### src/rtl/core/spl_pkg.sv
`default_nettype none
// ============================================================================
// spl_pkg: shared types and constants of the STX/ETX packet link
// Symbol codes, command codes, event codes and the transaction structs that
// travel between the link front end, the job queue and the transmit back end.
// ============================================================================
package spl_pkg;

   // Framing symbols.
   localparam logic [7:0] SYM_DLE = 8'd40;
   localparam logic [7:0] SYM_STX = 8'd41;
   localparam logic [7:0] SYM_ETX = 8'd126;

   // Command codes.
   localparam logic [7:0] CMD_HEARTBEAT = 8'd0;
   localparam logic [7:0] CMD_ECHO      = 8'd1;
   localparam logic [7:0] CMD_PWM_FIRST = 8'd2;
   localparam logic [7:0] CMD_ERROR     = 8'd11;
   localparam logic [7:0] ERR_MALFORMED = 8'd1;

   // Input actions.
   localparam logic [1:0] ACT_RX   = 2'd0;
   localparam logic [1:0] ACT_PWM  = 2'd1;
   localparam logic [1:0] ACT_BEAT = 2'd2;

   // Event codes reported on every result.
   localparam logic [2:0] EV_NONE    = 3'd0;
   localparam logic [2:0] EV_SYNC    = 3'd1;
   localparam logic [2:0] EV_FRAME   = 3'd2;
   localparam logic [2:0] EV_CSUM    = 3'd3;
   localparam logic [2:0] EV_PEER    = 3'd4;
   localparam logic [2:0] EV_UNKNOWN = 3'd5;

   // Byte positions of an outgoing six-byte packet.
   localparam logic [2:0] POS_STX  = 3'd0;
   localparam logic [2:0] POS_P1   = 3'd1;
   localparam logic [2:0] POS_P2   = 3'd2;
   localparam logic [2:0] POS_CMD  = 3'd3;
   localparam logic [2:0] POS_SUM  = 3'd4;
   localparam logic [2:0] POS_LAST = 3'd5;

   // Number of payload bytes collected after STX before the ETX position.
   localparam logic [2:0] FRAME_DATA = 3'd4;

   // Receive framing state.
   typedef enum logic {
      ST_HUNT,
      ST_COLLECT
   } link_state_type;

   // What the back end has to send for one job.
   typedef enum logic [1:0] {
      JOB_EVENT,
      JOB_PACKET,
      JOB_PAD
   } job_kind_type;

   typedef struct packed {
      job_kind_type kind;
      logic [2:0]   res;
      logic [7:0]   p1;
      logic [7:0]   p2;
      logic [7:0]   cmd;
   } job_type;

   typedef struct packed {
      logic [1:0]  action;
      logic [7:0]  rx_byte;
      logic [2:0]  channel;
      logic [15:0] pwm_value;
   } req_type;

   typedef struct packed {
      logic       has_byte;
      logic [7:0] tx_byte;
      logic [2:0] event_res;
      logic [7:0] event_opcode;
      logic [7:0] event_param;
      logic       last;
   } rsp_type;

   // Queue status seen by the front end and the back end.
   typedef struct packed {
      logic full;
      logic empty;
   } queue_status_type;

endpackage
`default_nettype wire

### src/rtl/core/spl_front.sv
`default_nettype none
// ============================================================================
// spl_front: receive framing and item classification
// Accepts one transaction per cycle while the queue has room, tracks the
// STX/ETX framing of received bytes and makes transmit jobs for the back end.
// ============================================================================
module spl_front #(
   parameter int NUM_CHANNELS = 6
) (
   input  wire                        clock,
   input  wire                        reset,
   input  wire                        req_valid,
   output logic                       req_stall,
   input  spl_pkg::req_type           req_payload,
   input  spl_pkg::queue_status_type  q_status,
   output logic                       push,
   output spl_pkg::job_type           job
);
   import spl_pkg::*;

   link_state_type state_ff, state_in;
   logic [2:0]     count_ff, count_in;
   logic           peer_ff, peer_in;
   logic [7:0]     frame_ff [4];

   logic       take;
   logic       rx_take;
   logic       at_etx;
   logic       etx_ok;
   logic       sum_ok;
   logic       job_valid;
   logic [7:0] rx;

   // An item is taken whenever the queue has room.
   assign req_stall = q_status.full;
   assign take      = req_valid && !q_status.full;
   assign rx        = req_payload.rx_byte;
   assign rx_take   = take && (req_payload.action == ACT_RX);
   assign at_etx    = (state_ff == ST_COLLECT) && (count_ff == FRAME_DATA);
   assign etx_ok    = (rx == SYM_ETX);
   assign sum_ok    = (8'(frame_ff[0] + frame_ff[1] + frame_ff[2]) == frame_ff[3]);
   assign push      = take && job_valid;

   // Next framing state.
   always_comb begin
      state_in = state_ff;
      count_in = count_ff;
      peer_in  = peer_ff;
      if (rx_take) begin
         unique case (state_ff)
            ST_HUNT: begin
               if (rx == SYM_STX) begin
                  state_in = ST_COLLECT;
                  count_in = '0;
               end
            end
            ST_COLLECT: begin
               if (count_ff != FRAME_DATA) begin
                  count_in = count_ff + 3'd1;
               end else begin
                  state_in = ST_HUNT;
                  count_in = '0;
                  if (etx_ok && sum_ok) begin
                     peer_in = 1'b1;
                  end
               end
            end
            default: begin
               state_in = ST_HUNT;
            end
         endcase
      end
   end

   // Job produced by the current item.
   always_comb begin
      job_valid = 1'b0;
      job.kind  = JOB_EVENT;
      job.res   = EV_NONE;
      job.p1    = '0;
      job.p2    = '0;
      job.cmd   = '0;
      unique case (req_payload.action)
         ACT_RX: begin
            if (state_ff == ST_HUNT) begin
               if (rx != SYM_STX && rx != SYM_DLE) begin
                  job_valid = 1'b1;
                  job.res   = EV_SYNC;
               end
            end else if (at_etx) begin
               if (!etx_ok) begin
                  job_valid = 1'b1;
                  job.res   = EV_FRAME;
                  if (peer_ff) begin
                     job.kind = JOB_PACKET;
                     job.p1   = ERR_MALFORMED;
                     job.cmd  = CMD_ERROR;
                  end
               end else if (!sum_ok) begin
                  job_valid = 1'b1;
                  job.kind  = JOB_PACKET;
                  job.res   = EV_CSUM;
                  job.p1    = ERR_MALFORMED;
                  job.cmd   = CMD_ERROR;
               end else if (frame_ff[2] == CMD_ERROR) begin
                  job_valid = 1'b1;
                  job.kind  = JOB_PAD;
                  job.res   = EV_PEER;
                  job.p1    = frame_ff[0];
                  job.p2    = frame_ff[1];
               end else if (frame_ff[2] != CMD_HEARTBEAT && frame_ff[2] != CMD_ECHO) begin
                  job_valid = 1'b1;
                  job.res   = EV_UNKNOWN;
               end
            end
         end
         ACT_PWM: begin
            if (req_payload.channel < 3'(NUM_CHANNELS)) begin
               job_valid = 1'b1;
               job.kind  = JOB_PACKET;
               job.p1    = req_payload.pwm_value[15:8];
               job.p2    = req_payload.pwm_value[7:0];
               job.cmd   = CMD_PWM_FIRST + {5'd0, req_payload.channel};
            end
         end
         ACT_BEAT: begin
            job_valid = 1'b1;
            job.kind  = JOB_PACKET;
            job.cmd   = CMD_HEARTBEAT;
         end
         default: begin
            job_valid = 1'b0;
         end
      endcase
   end

   // Framing state registers.
   always_ff @(posedge clock) begin
      if (reset) begin
         state_ff <= ST_HUNT;
         count_ff <= '0;
         peer_ff  <= 1'b0;
      end else begin
         state_ff <= state_in;
         count_ff <= count_in;
         peer_ff  <= peer_in;
      end
   end

   // Collected payload bytes of the packet in progress.
   always_ff @(posedge clock) begin
      if (rx_take && state_ff == ST_COLLECT && !count_ff[2]) begin
         frame_ff[count_ff[1:0]] <= rx;
      end
   end

endmodule
`default_nettype wire

### src/rtl/core/spl_queue.sv
`default_nettype none
// ============================================================================
// spl_queue: two-entry job queue
// Decouples the receive front end from the transmit back end so that each
// side stalls on its own.
// ============================================================================
module spl_queue (
   input  wire                        clock,
   input  wire                        reset,
   input  wire                        push,
   input  spl_pkg::job_type           push_job,
   input  wire                        pop,
   output spl_pkg::job_type           head,
   output spl_pkg::queue_status_type  status
);
   import spl_pkg::*;

   job_type    entry_ff [2];
   logic       wr_ptr_ff;
   logic       rd_ptr_ff;
   logic [1:0] count_ff;

   assign head         = entry_ff[rd_ptr_ff];
   assign status.full  = (count_ff == 2'd2);
   assign status.empty = (count_ff == 2'd0);

   // Pointers and fill level.
   always_ff @(posedge clock) begin
      if (reset) begin
         wr_ptr_ff <= 1'b0;
         rd_ptr_ff <= 1'b0;
         count_ff  <= '0;
      end else begin
         if (push) begin
            wr_ptr_ff <= !wr_ptr_ff;
         end
         if (pop) begin
            rd_ptr_ff <= !rd_ptr_ff;
         end
         count_ff <= count_ff + {1'b0, push} - {1'b0, pop};
      end
   end

   // Job storage.
   always_ff @(posedge clock) begin
      if (push) begin
         entry_ff[wr_ptr_ff] <= push_job;
      end
   end

endmodule
`default_nettype wire

### src/rtl/core/spl_back.sv
`default_nettype none
// ============================================================================
// spl_back: transmit sequencer
// Takes jobs from the queue and sends their results, one per cycle while
// rsp_stall does not hold the output, through an output register.
// ============================================================================
module spl_back (
   input  wire                        clock,
   input  wire                        reset,
   input  spl_pkg::job_type           q_head,
   input  spl_pkg::queue_status_type  q_status,
   output logic                       pop,
   output logic                       rsp_valid,
   input  wire                        rsp_stall,
   output spl_pkg::rsp_type           rsp_payload
);
   import spl_pkg::*;

   job_type    cur_ff;
   logic       active_ff, active_in;
   logic [2:0] idx_ff, idx_in;
   logic       rsp_valid_ff;
   rsp_type    rsp_ff, rsp_in;

   job_type    src;
   logic       have;
   logic       adv;
   logic       fire;
   logic       is_last;
   logic [7:0] sum;

   // The running job, or else the queue head, feeds the output.
   assign src     = active_ff ? cur_ff : q_head;
   assign have    = active_ff || !q_status.empty;
   assign adv     = !rsp_valid_ff || !rsp_stall;
   assign fire    = adv && have;
   assign is_last = (src.kind == JOB_EVENT) || (idx_ff == POS_LAST);
   assign pop     = fire && !active_ff;
   assign sum     = 8'(src.p1 + src.p2 + src.cmd);

   assign rsp_valid   = rsp_valid_ff;
   assign rsp_payload = rsp_ff;

   // Result for the current byte position.
   always_comb begin
      rsp_in.has_byte     = (src.kind != JOB_EVENT);
      rsp_in.event_res    = src.res;
      rsp_in.event_opcode = (src.kind == JOB_PAD) ? src.p1 : 8'd0;
      rsp_in.event_param  = (src.kind == JOB_PAD) ? src.p2 : 8'd0;
      rsp_in.last         = is_last;
      rsp_in.tx_byte      = '0;
      case (src.kind)
         JOB_PAD: begin
            rsp_in.tx_byte = SYM_DLE;
         end
         JOB_PACKET: begin
            case (idx_ff)
               POS_STX: rsp_in.tx_byte = SYM_STX;
               POS_P1:  rsp_in.tx_byte = src.p1;
               POS_P2:  rsp_in.tx_byte = src.p2;
               POS_CMD: rsp_in.tx_byte = src.cmd;
               POS_SUM: rsp_in.tx_byte = sum;
               default: rsp_in.tx_byte = SYM_ETX;
            endcase
         end
         default: begin
            rsp_in.tx_byte = '0;
         end
      endcase
   end

   // Sequencer next state.
   always_comb begin
      active_in = active_ff;
      idx_in    = idx_ff;
      if (fire) begin
         if (is_last) begin
            active_in = 1'b0;
            idx_in    = '0;
         end else begin
            active_in = 1'b1;
            idx_in    = idx_ff + 3'd1;
         end
      end
   end

   // Control registers.
   always_ff @(posedge clock) begin
      if (reset) begin
         active_ff    <= 1'b0;
         idx_ff       <= '0;
         rsp_valid_ff <= 1'b0;
      end else begin
         active_ff <= active_in;
         idx_ff    <= idx_in;
         if (adv) begin
            rsp_valid_ff <= have;
         end
      end
   end

   // Payload registers.
   always_ff @(posedge clock) begin
      if (pop) begin
         cur_ff <= q_head;
      end
      if (fire) begin
         rsp_ff <= rsp_in;
      end
   end

endmodule
`default_nettype wire

### src/rtl/core/stx_etx_packet_link.sv
`default_nettype none
// ============================================================================
// stx_etx_packet_link: link end of a six-byte STX/ETX serial framing
// Top level joining the receive front end, the job queue and the transmit
// back end.
// ============================================================================
// An input transaction can be accepted in every cycle while the two-entry job
// queue has room; items that produce no result (padding, STX, collected bytes,
// good heartbeat or echo packets, out-of-range channels) never occupy it. The
// transmit sequencer sends one result per cycle while rsp_stall does not hold
// it back: a framed packet or the DLE padding answer is six results, an
// event-only result is one. Results of back-to-back jobs follow each other
// without gaps. A result waiting on rsp_stall blocks input only once two
// further result-producing jobs wait in the queue behind the running one.
module stx_etx_packet_link #(
   parameter int NUM_CHANNELS = 6
) (
   input  wire               clock,
   input  wire               reset,
   input  wire               req_valid,
   output logic              req_stall,
   input  spl_pkg::req_type  req_payload,
   output logic              rsp_valid,
   input  wire               rsp_stall,
   output spl_pkg::rsp_type  rsp_payload
);
   import spl_pkg::*;

   logic             push;
   logic             pop;
   job_type          push_job;
   job_type          q_head;
   queue_status_type q_status;

   spl_front #(
      .NUM_CHANNELS (NUM_CHANNELS)
   ) u_front (
      .clock       (clock),
      .reset       (reset),
      .req_valid   (req_valid),
      .req_stall   (req_stall),
      .req_payload (req_payload),
      .q_status    (q_status),
      .push        (push),
      .job         (push_job)
   );

   spl_queue u_queue (
      .clock    (clock),
      .reset    (reset),
      .push     (push),
      .push_job (push_job),
      .pop      (pop),
      .head     (q_head),
      .status   (q_status)
   );

   spl_back u_back (
      .clock       (clock),
      .reset       (reset),
      .q_head      (q_head),
      .q_status    (q_status),
      .pop         (pop),
      .rsp_valid   (rsp_valid),
      .rsp_stall   (rsp_stall),
      .rsp_payload (rsp_payload)
   );

   // The queue is never written while full.
   a_no_overflow : assert property (@(posedge clock) disable iff (reset)
      q_status.full |-> !push)
      else $error("job queue written while full");

   // A job is never taken from an empty queue.
   a_no_underflow : assert property (@(posedge clock) disable iff (reset)
      q_status.empty |-> !pop)
      else $error("job queue read while empty");

   // Within one job the results follow without a gap and keep the event code.
   a_job_contiguous : assert property (@(posedge clock) disable iff (reset)
      (rsp_valid && !rsp_stall && !rsp_payload.last)
         |=> (rsp_valid && $stable(rsp_payload.event_res)))
      else $error("result transaction sequence broken inside a job");

endmodule
`default_nettype wire

### config.mk
export PLATFORM = sky130hd
export DESIGN_NAME = stx_etx_packet_link
export DESIGN_NICKNAME = d
export VERILOG_FILES = /design/src/rtl/core/spl_pkg.sv /design/src/rtl/core/spl_front.sv /design/src/rtl/core/spl_queue.sv /design/src/rtl/core/spl_back.sv /design/src/rtl/core/stx_etx_packet_link.sv
export SDC_FILE = /design/constraint.sdc
export NUM_CORES = 1
export LEC_CHECK = 0
export BUFFER_PORTS_ARGS = -buffer_cell sky130_fd_sc_hd__buf_4
export CAP_MARGIN = 20
export CORE_MARGIN = 2
export CORE_UTILIZATION = 45
export CTS_CLUSTER_DIAMETER = 100
export DETAILED_ROUTE_END_ITERATION = 8
export PLACE_DENSITY = 0.76
export SLEW_MARGIN = 30
export SYNTH_ARGS = -nofsm -noshare
export SYNTH_HDL_FRONTEND = slang
export SYNTH_SLANG_ARGS = --single-unit
### constraint.sdc
create_clock -name clock -period 4.1 [get_ports clock]
set_input_delay 1.025 -clock clock [delete_from_list [all_inputs] [get_ports clock]]
set_output_delay 1.025 -clock clock [all_outputs]
set_load 0.02 [all_outputs]
==> out/qor.csv <==
stage,metric,value,unit
outcome,status,finished clean,
yosys,"Async S/R FF share, synth",0,%
floorplan,overall die width,131,um
yosys,Syn Area/Cell,14.2,sq um
global_routing,vias in the first global route,4405,
worst_setup_path,Crit path buffers/inverters,2,
job,max-cap check violation count,0,
detailed_routing,vias per cell,5.29,
global_routing,largest net degree at the start of global routing,29,
worst_setup_path,CP max FO,4,
yosys,area of the mapped netlist,7270,sq um
sta,slew margin rel.,42.6,%
detailed_routing,post-DR wirelength/cell,16.8,um
place,Placed Cells,786,
cts,CTS Buf Count,17,
place,IO Port Bufs,63,
yosys,post-synth cell types,63,
floorplan,Die Y,131,um
cts,CTS tree,done,
pwr,Sw Ratio,32.1,%
yosys,Post-synth top cells,"edfxtp_1 (136), mux2_2 (48), ha_1 (30)",
finish,Finished Core Util,54.3,%
yosys,Synthesized Nets,588,
yosys,dominant synthesized flop cell,edfxtp_1,
worst_setup_path,"slowest stage delay, CP",0.50,ns
yosys,Seq cells post-synth,151,
cts,Clock Path Buffers,2,
sta,RSZ-0062 raised after global routing,no,
sta,max-slew violations,0,
detailed_routing,Residual DRC,0,
worst_setup_path,critical path endpoint category,flop,
floorplan,IO Count,64,
worst_setup_path,"delay-heaviest family, CP",adder cells,
finish,multi-input logic area,2720,sq um
finish,fraction of layout cells with a size suffix above 1,28.1,%
cts,Post-CTS Hold Fix Bufs,0,
floorplan,Die Area,17200,sq um
worst_setup_path,Startpoint Class,flop,
detailed_routing,drt pass-1 iters,5,
yosys,top post-synthesis cells by area,"edfxtp_1 (56%), mux2_2 (7.4%), ha_1 (5.2%), dfxtp_1 (4.1%), fa_1 (3.6%)",
yosys,Yosys top cell area share,56.2,%
finish,Nets,665,
detailed_routing,vias after detailed routing,4324,
cts,CTS H-Tree Depth,4,
floorplan,Initial Util,45.9,%
pwr,Peak VDD IR,0.000331,V
worst_setup_path,Crit-path slowest cell,fa_1,
pwr,sequential share of power,38.1,%
pwr,part of the power in the clock network,25.7,%
sta,Fin. Hold Viols,0,
finish,Fillers,1279,
cts,post-CTS sizing,0,
sta,Worst Skew,0.00552,ns
yosys,cell count after synthesis,512,
sta,setup TNS,0,ns
pwr,total power,6.01,mW
cts,Post-CTS Setup Bufs,0,
sta,f_max,253,MHz
pwr,PD cells,699,nW/um^2
pwr,Logic pwr share,36.2,%
floorplan,core box area,15800,sq um
pwr,Leak,3.18,nW
cts,root buffer cell,clkbuf_16,
cts,"CTS clk-pin slew, worst paths",0.06,ns
finish,Non-Filler Instances,818,
place,gp weighted congestion,0.839,
detailed_routing,DRT antenna net count,0,
global_routing,global route overflow,0,
cts,Clock Sinks,151,
worst_hold_path,hold crit path type,flop to flop,
floorplan,Site Rows,46,
global_routing,initial antenna violation count,0,
sta,fin crit period,3.95,ns
worst_setup_path,r2r setup slk,0.15,ns
yosys,most common cell in the netlist,edfxtp_1,
detailed_routing,drt first-iter violations,339,
sta,period utilization,96.4,%
sta,WHS,0.482,ns
finish,antenna diode count,0,
global_routing,global-route wire length before repair,22100,um
finish,area delta synth->final,18.3,%
yosys,"Seq/Total Area, Yosys",60.3,%
finish,register area,4390,sq um
sta,Worst Tran Pin Value,0.854,ns
yosys,"area leader, netlist",edfxtp_1,
worst_setup_path,crit-path cells,fa_1 > ha_1 > fa_1 > xnor3_1 > o31ai_1 > nor4b_2 > o2111a_2 > nand4b_1 > o21ai_2 > buf_4 > inv_1 > ha_1 > xnor2_1 > xnor2_1 > nor2_1,
sta,Final Setup Violations,0,
place,post-DP HPWL,10200,um
pwr,Pint,4.08,mW
global_routing,Tot GR Track Use,17.1,%
worst_setup_path,CP Class,flop to flop,
pwr,Psw,1.93,mW
detailed_routing,Routed WL,13700,um
worst_setup_path,WP data arrival,4.27,ns
worst_setup_path,Worst Path Required,4.41,ns
yosys,Synth Warn #,0,
yosys,Post-synth EDFFs,136,
cts,Worst-Skew Late Latency,0.42,ns
==> power by group through the flow <==
stage	clock network, mW	logic, mW	registers [mW]
final	1.54	2.18	2.29
after global routing	1.64	2.43	2.33
after CTS	1.57	2.20	2.30
after detailed placement	0	2.18	2.33
after global placement	0	2.13	2.30
after floorplan	0	1.39	2.48
==> registers in the layout, summed over array words and instances (netlist names), named ones only <==
| name | cells |
|---|---|
| u_queue.count_ff | 2 |
| u_queue.wr_ptr_ff | 1 |
| u_back.cur_ff | 25 |
| u_front.peer_ff | 1 |
| u_back.rsp_valid | 1 |
| u_front.state_ff | 1 |
| u_back.rsp_payload | 29 |
| u_front.frame_ff | 32 |
| u_front.count_ff | 3 |
| u_back.idx_ff | 3 |
| u_queue.entry_ff | 50 |
| u_queue.rd_ptr_ff | 1 |
| u_back.active_ff | 1 |
==> final timing paths <==
path | from | end | cells after the start
setup / recovery | u_front.frame_ff[2][1] | u_queue.count_ff[1] | 15
hold / removal | u_front.peer_ff | u_front.peer_ff | 2
setup reg to reg | u_front.frame_ff[2][1] | u_queue.count_ff[1] | 15
hold reg to reg | u_front.peer_ff | u_front.peer_ff | 2
==> per-stage QoR <==
step | instance area [sq um] | setup slack [ns]
2_1_floorplan | 7270 | 0.0522
3_3_place_gp | 8000 | 0.225
3_5_place_dp | 8000 | 0.0690
4_1_cts | 8590 | 0.0315
5_1_grt | 8590 | 0.00346
6_report | 8590 | 0.147
==> layer usage <==
| metal | wire (um) | part of all wire [%] | vias up | GRT usage (%) |
|---|---|---|---|---|
| li1 | - | - | 2087 | - |
| met1 | 6130 | 45 | 2092 | 21.6 |
| met2 | 6670 | 49 | 121 | 28.2 |
| met3 | 578 | 4.2 | 24 | 3.86 |
| met4 | 330 | 2.4 | 0 | 7.95 |
| met5 | 0 | 0 | - | 0 |
==> kinds of logic (layout without fill, tap and decap cells) <==
logic type               count (synthesis)  in the layout  share of synthesized area (%)
AND/OR/NAND/NOR                        120            120                           9.11
multiplexers                            50             50                           7.71
XOR/XNOR                                22             22                           2.94
flip-flops                             151            151                           60.3
adder cells (fa/ha/maj)                 43             43                           8.75
AO/OA/AOI/OAI                           90             90                           8.70
buffers and inverters                   36            126                           2.45
==> placed cells by master (no fill, tap or decap), drive strengths merged, types with 4 or more instances in the layout <==
cell type,Yosys,final
a21o,8,8
a21oi,27,27
a221oi,5,5
a22o,16,16
and2,20,20
buf,5,74
clkbuf,10,18
clkinv,0,7
clkinvlp,0,4
dfxtp,15,15
edfxtp,136,136
fa,13,13
ha,30,30
inv,20,20
mux2,48,48
nand2,22,22
nand3,9,9
nor2,24,24
nor2b,8,8
nor3,15,15
o21a,4,4
o21ai,10,10
xnor2,20,20
==> final cells by class <==
class                           count  share of cell area [%]
Inverter                           20                   0.873
Tap cell                          216                    3.14
Clock inverter                     14                    1.85
Clock buffer                       18                    4.99
Timing Repair Buffer               74                    6.46
Sequential cell                   151                    51.0
Multi-Input combinational cell    325                    31.6
==> worst min-delay path, delay by kind of cell (launching register included) <==
family | cells | cell delay [ns]
compound gates | 1 | 0.04
simple gates | 1 | 0.08
flops | 1 | 0.32
(Power assumes the default switching activity.)
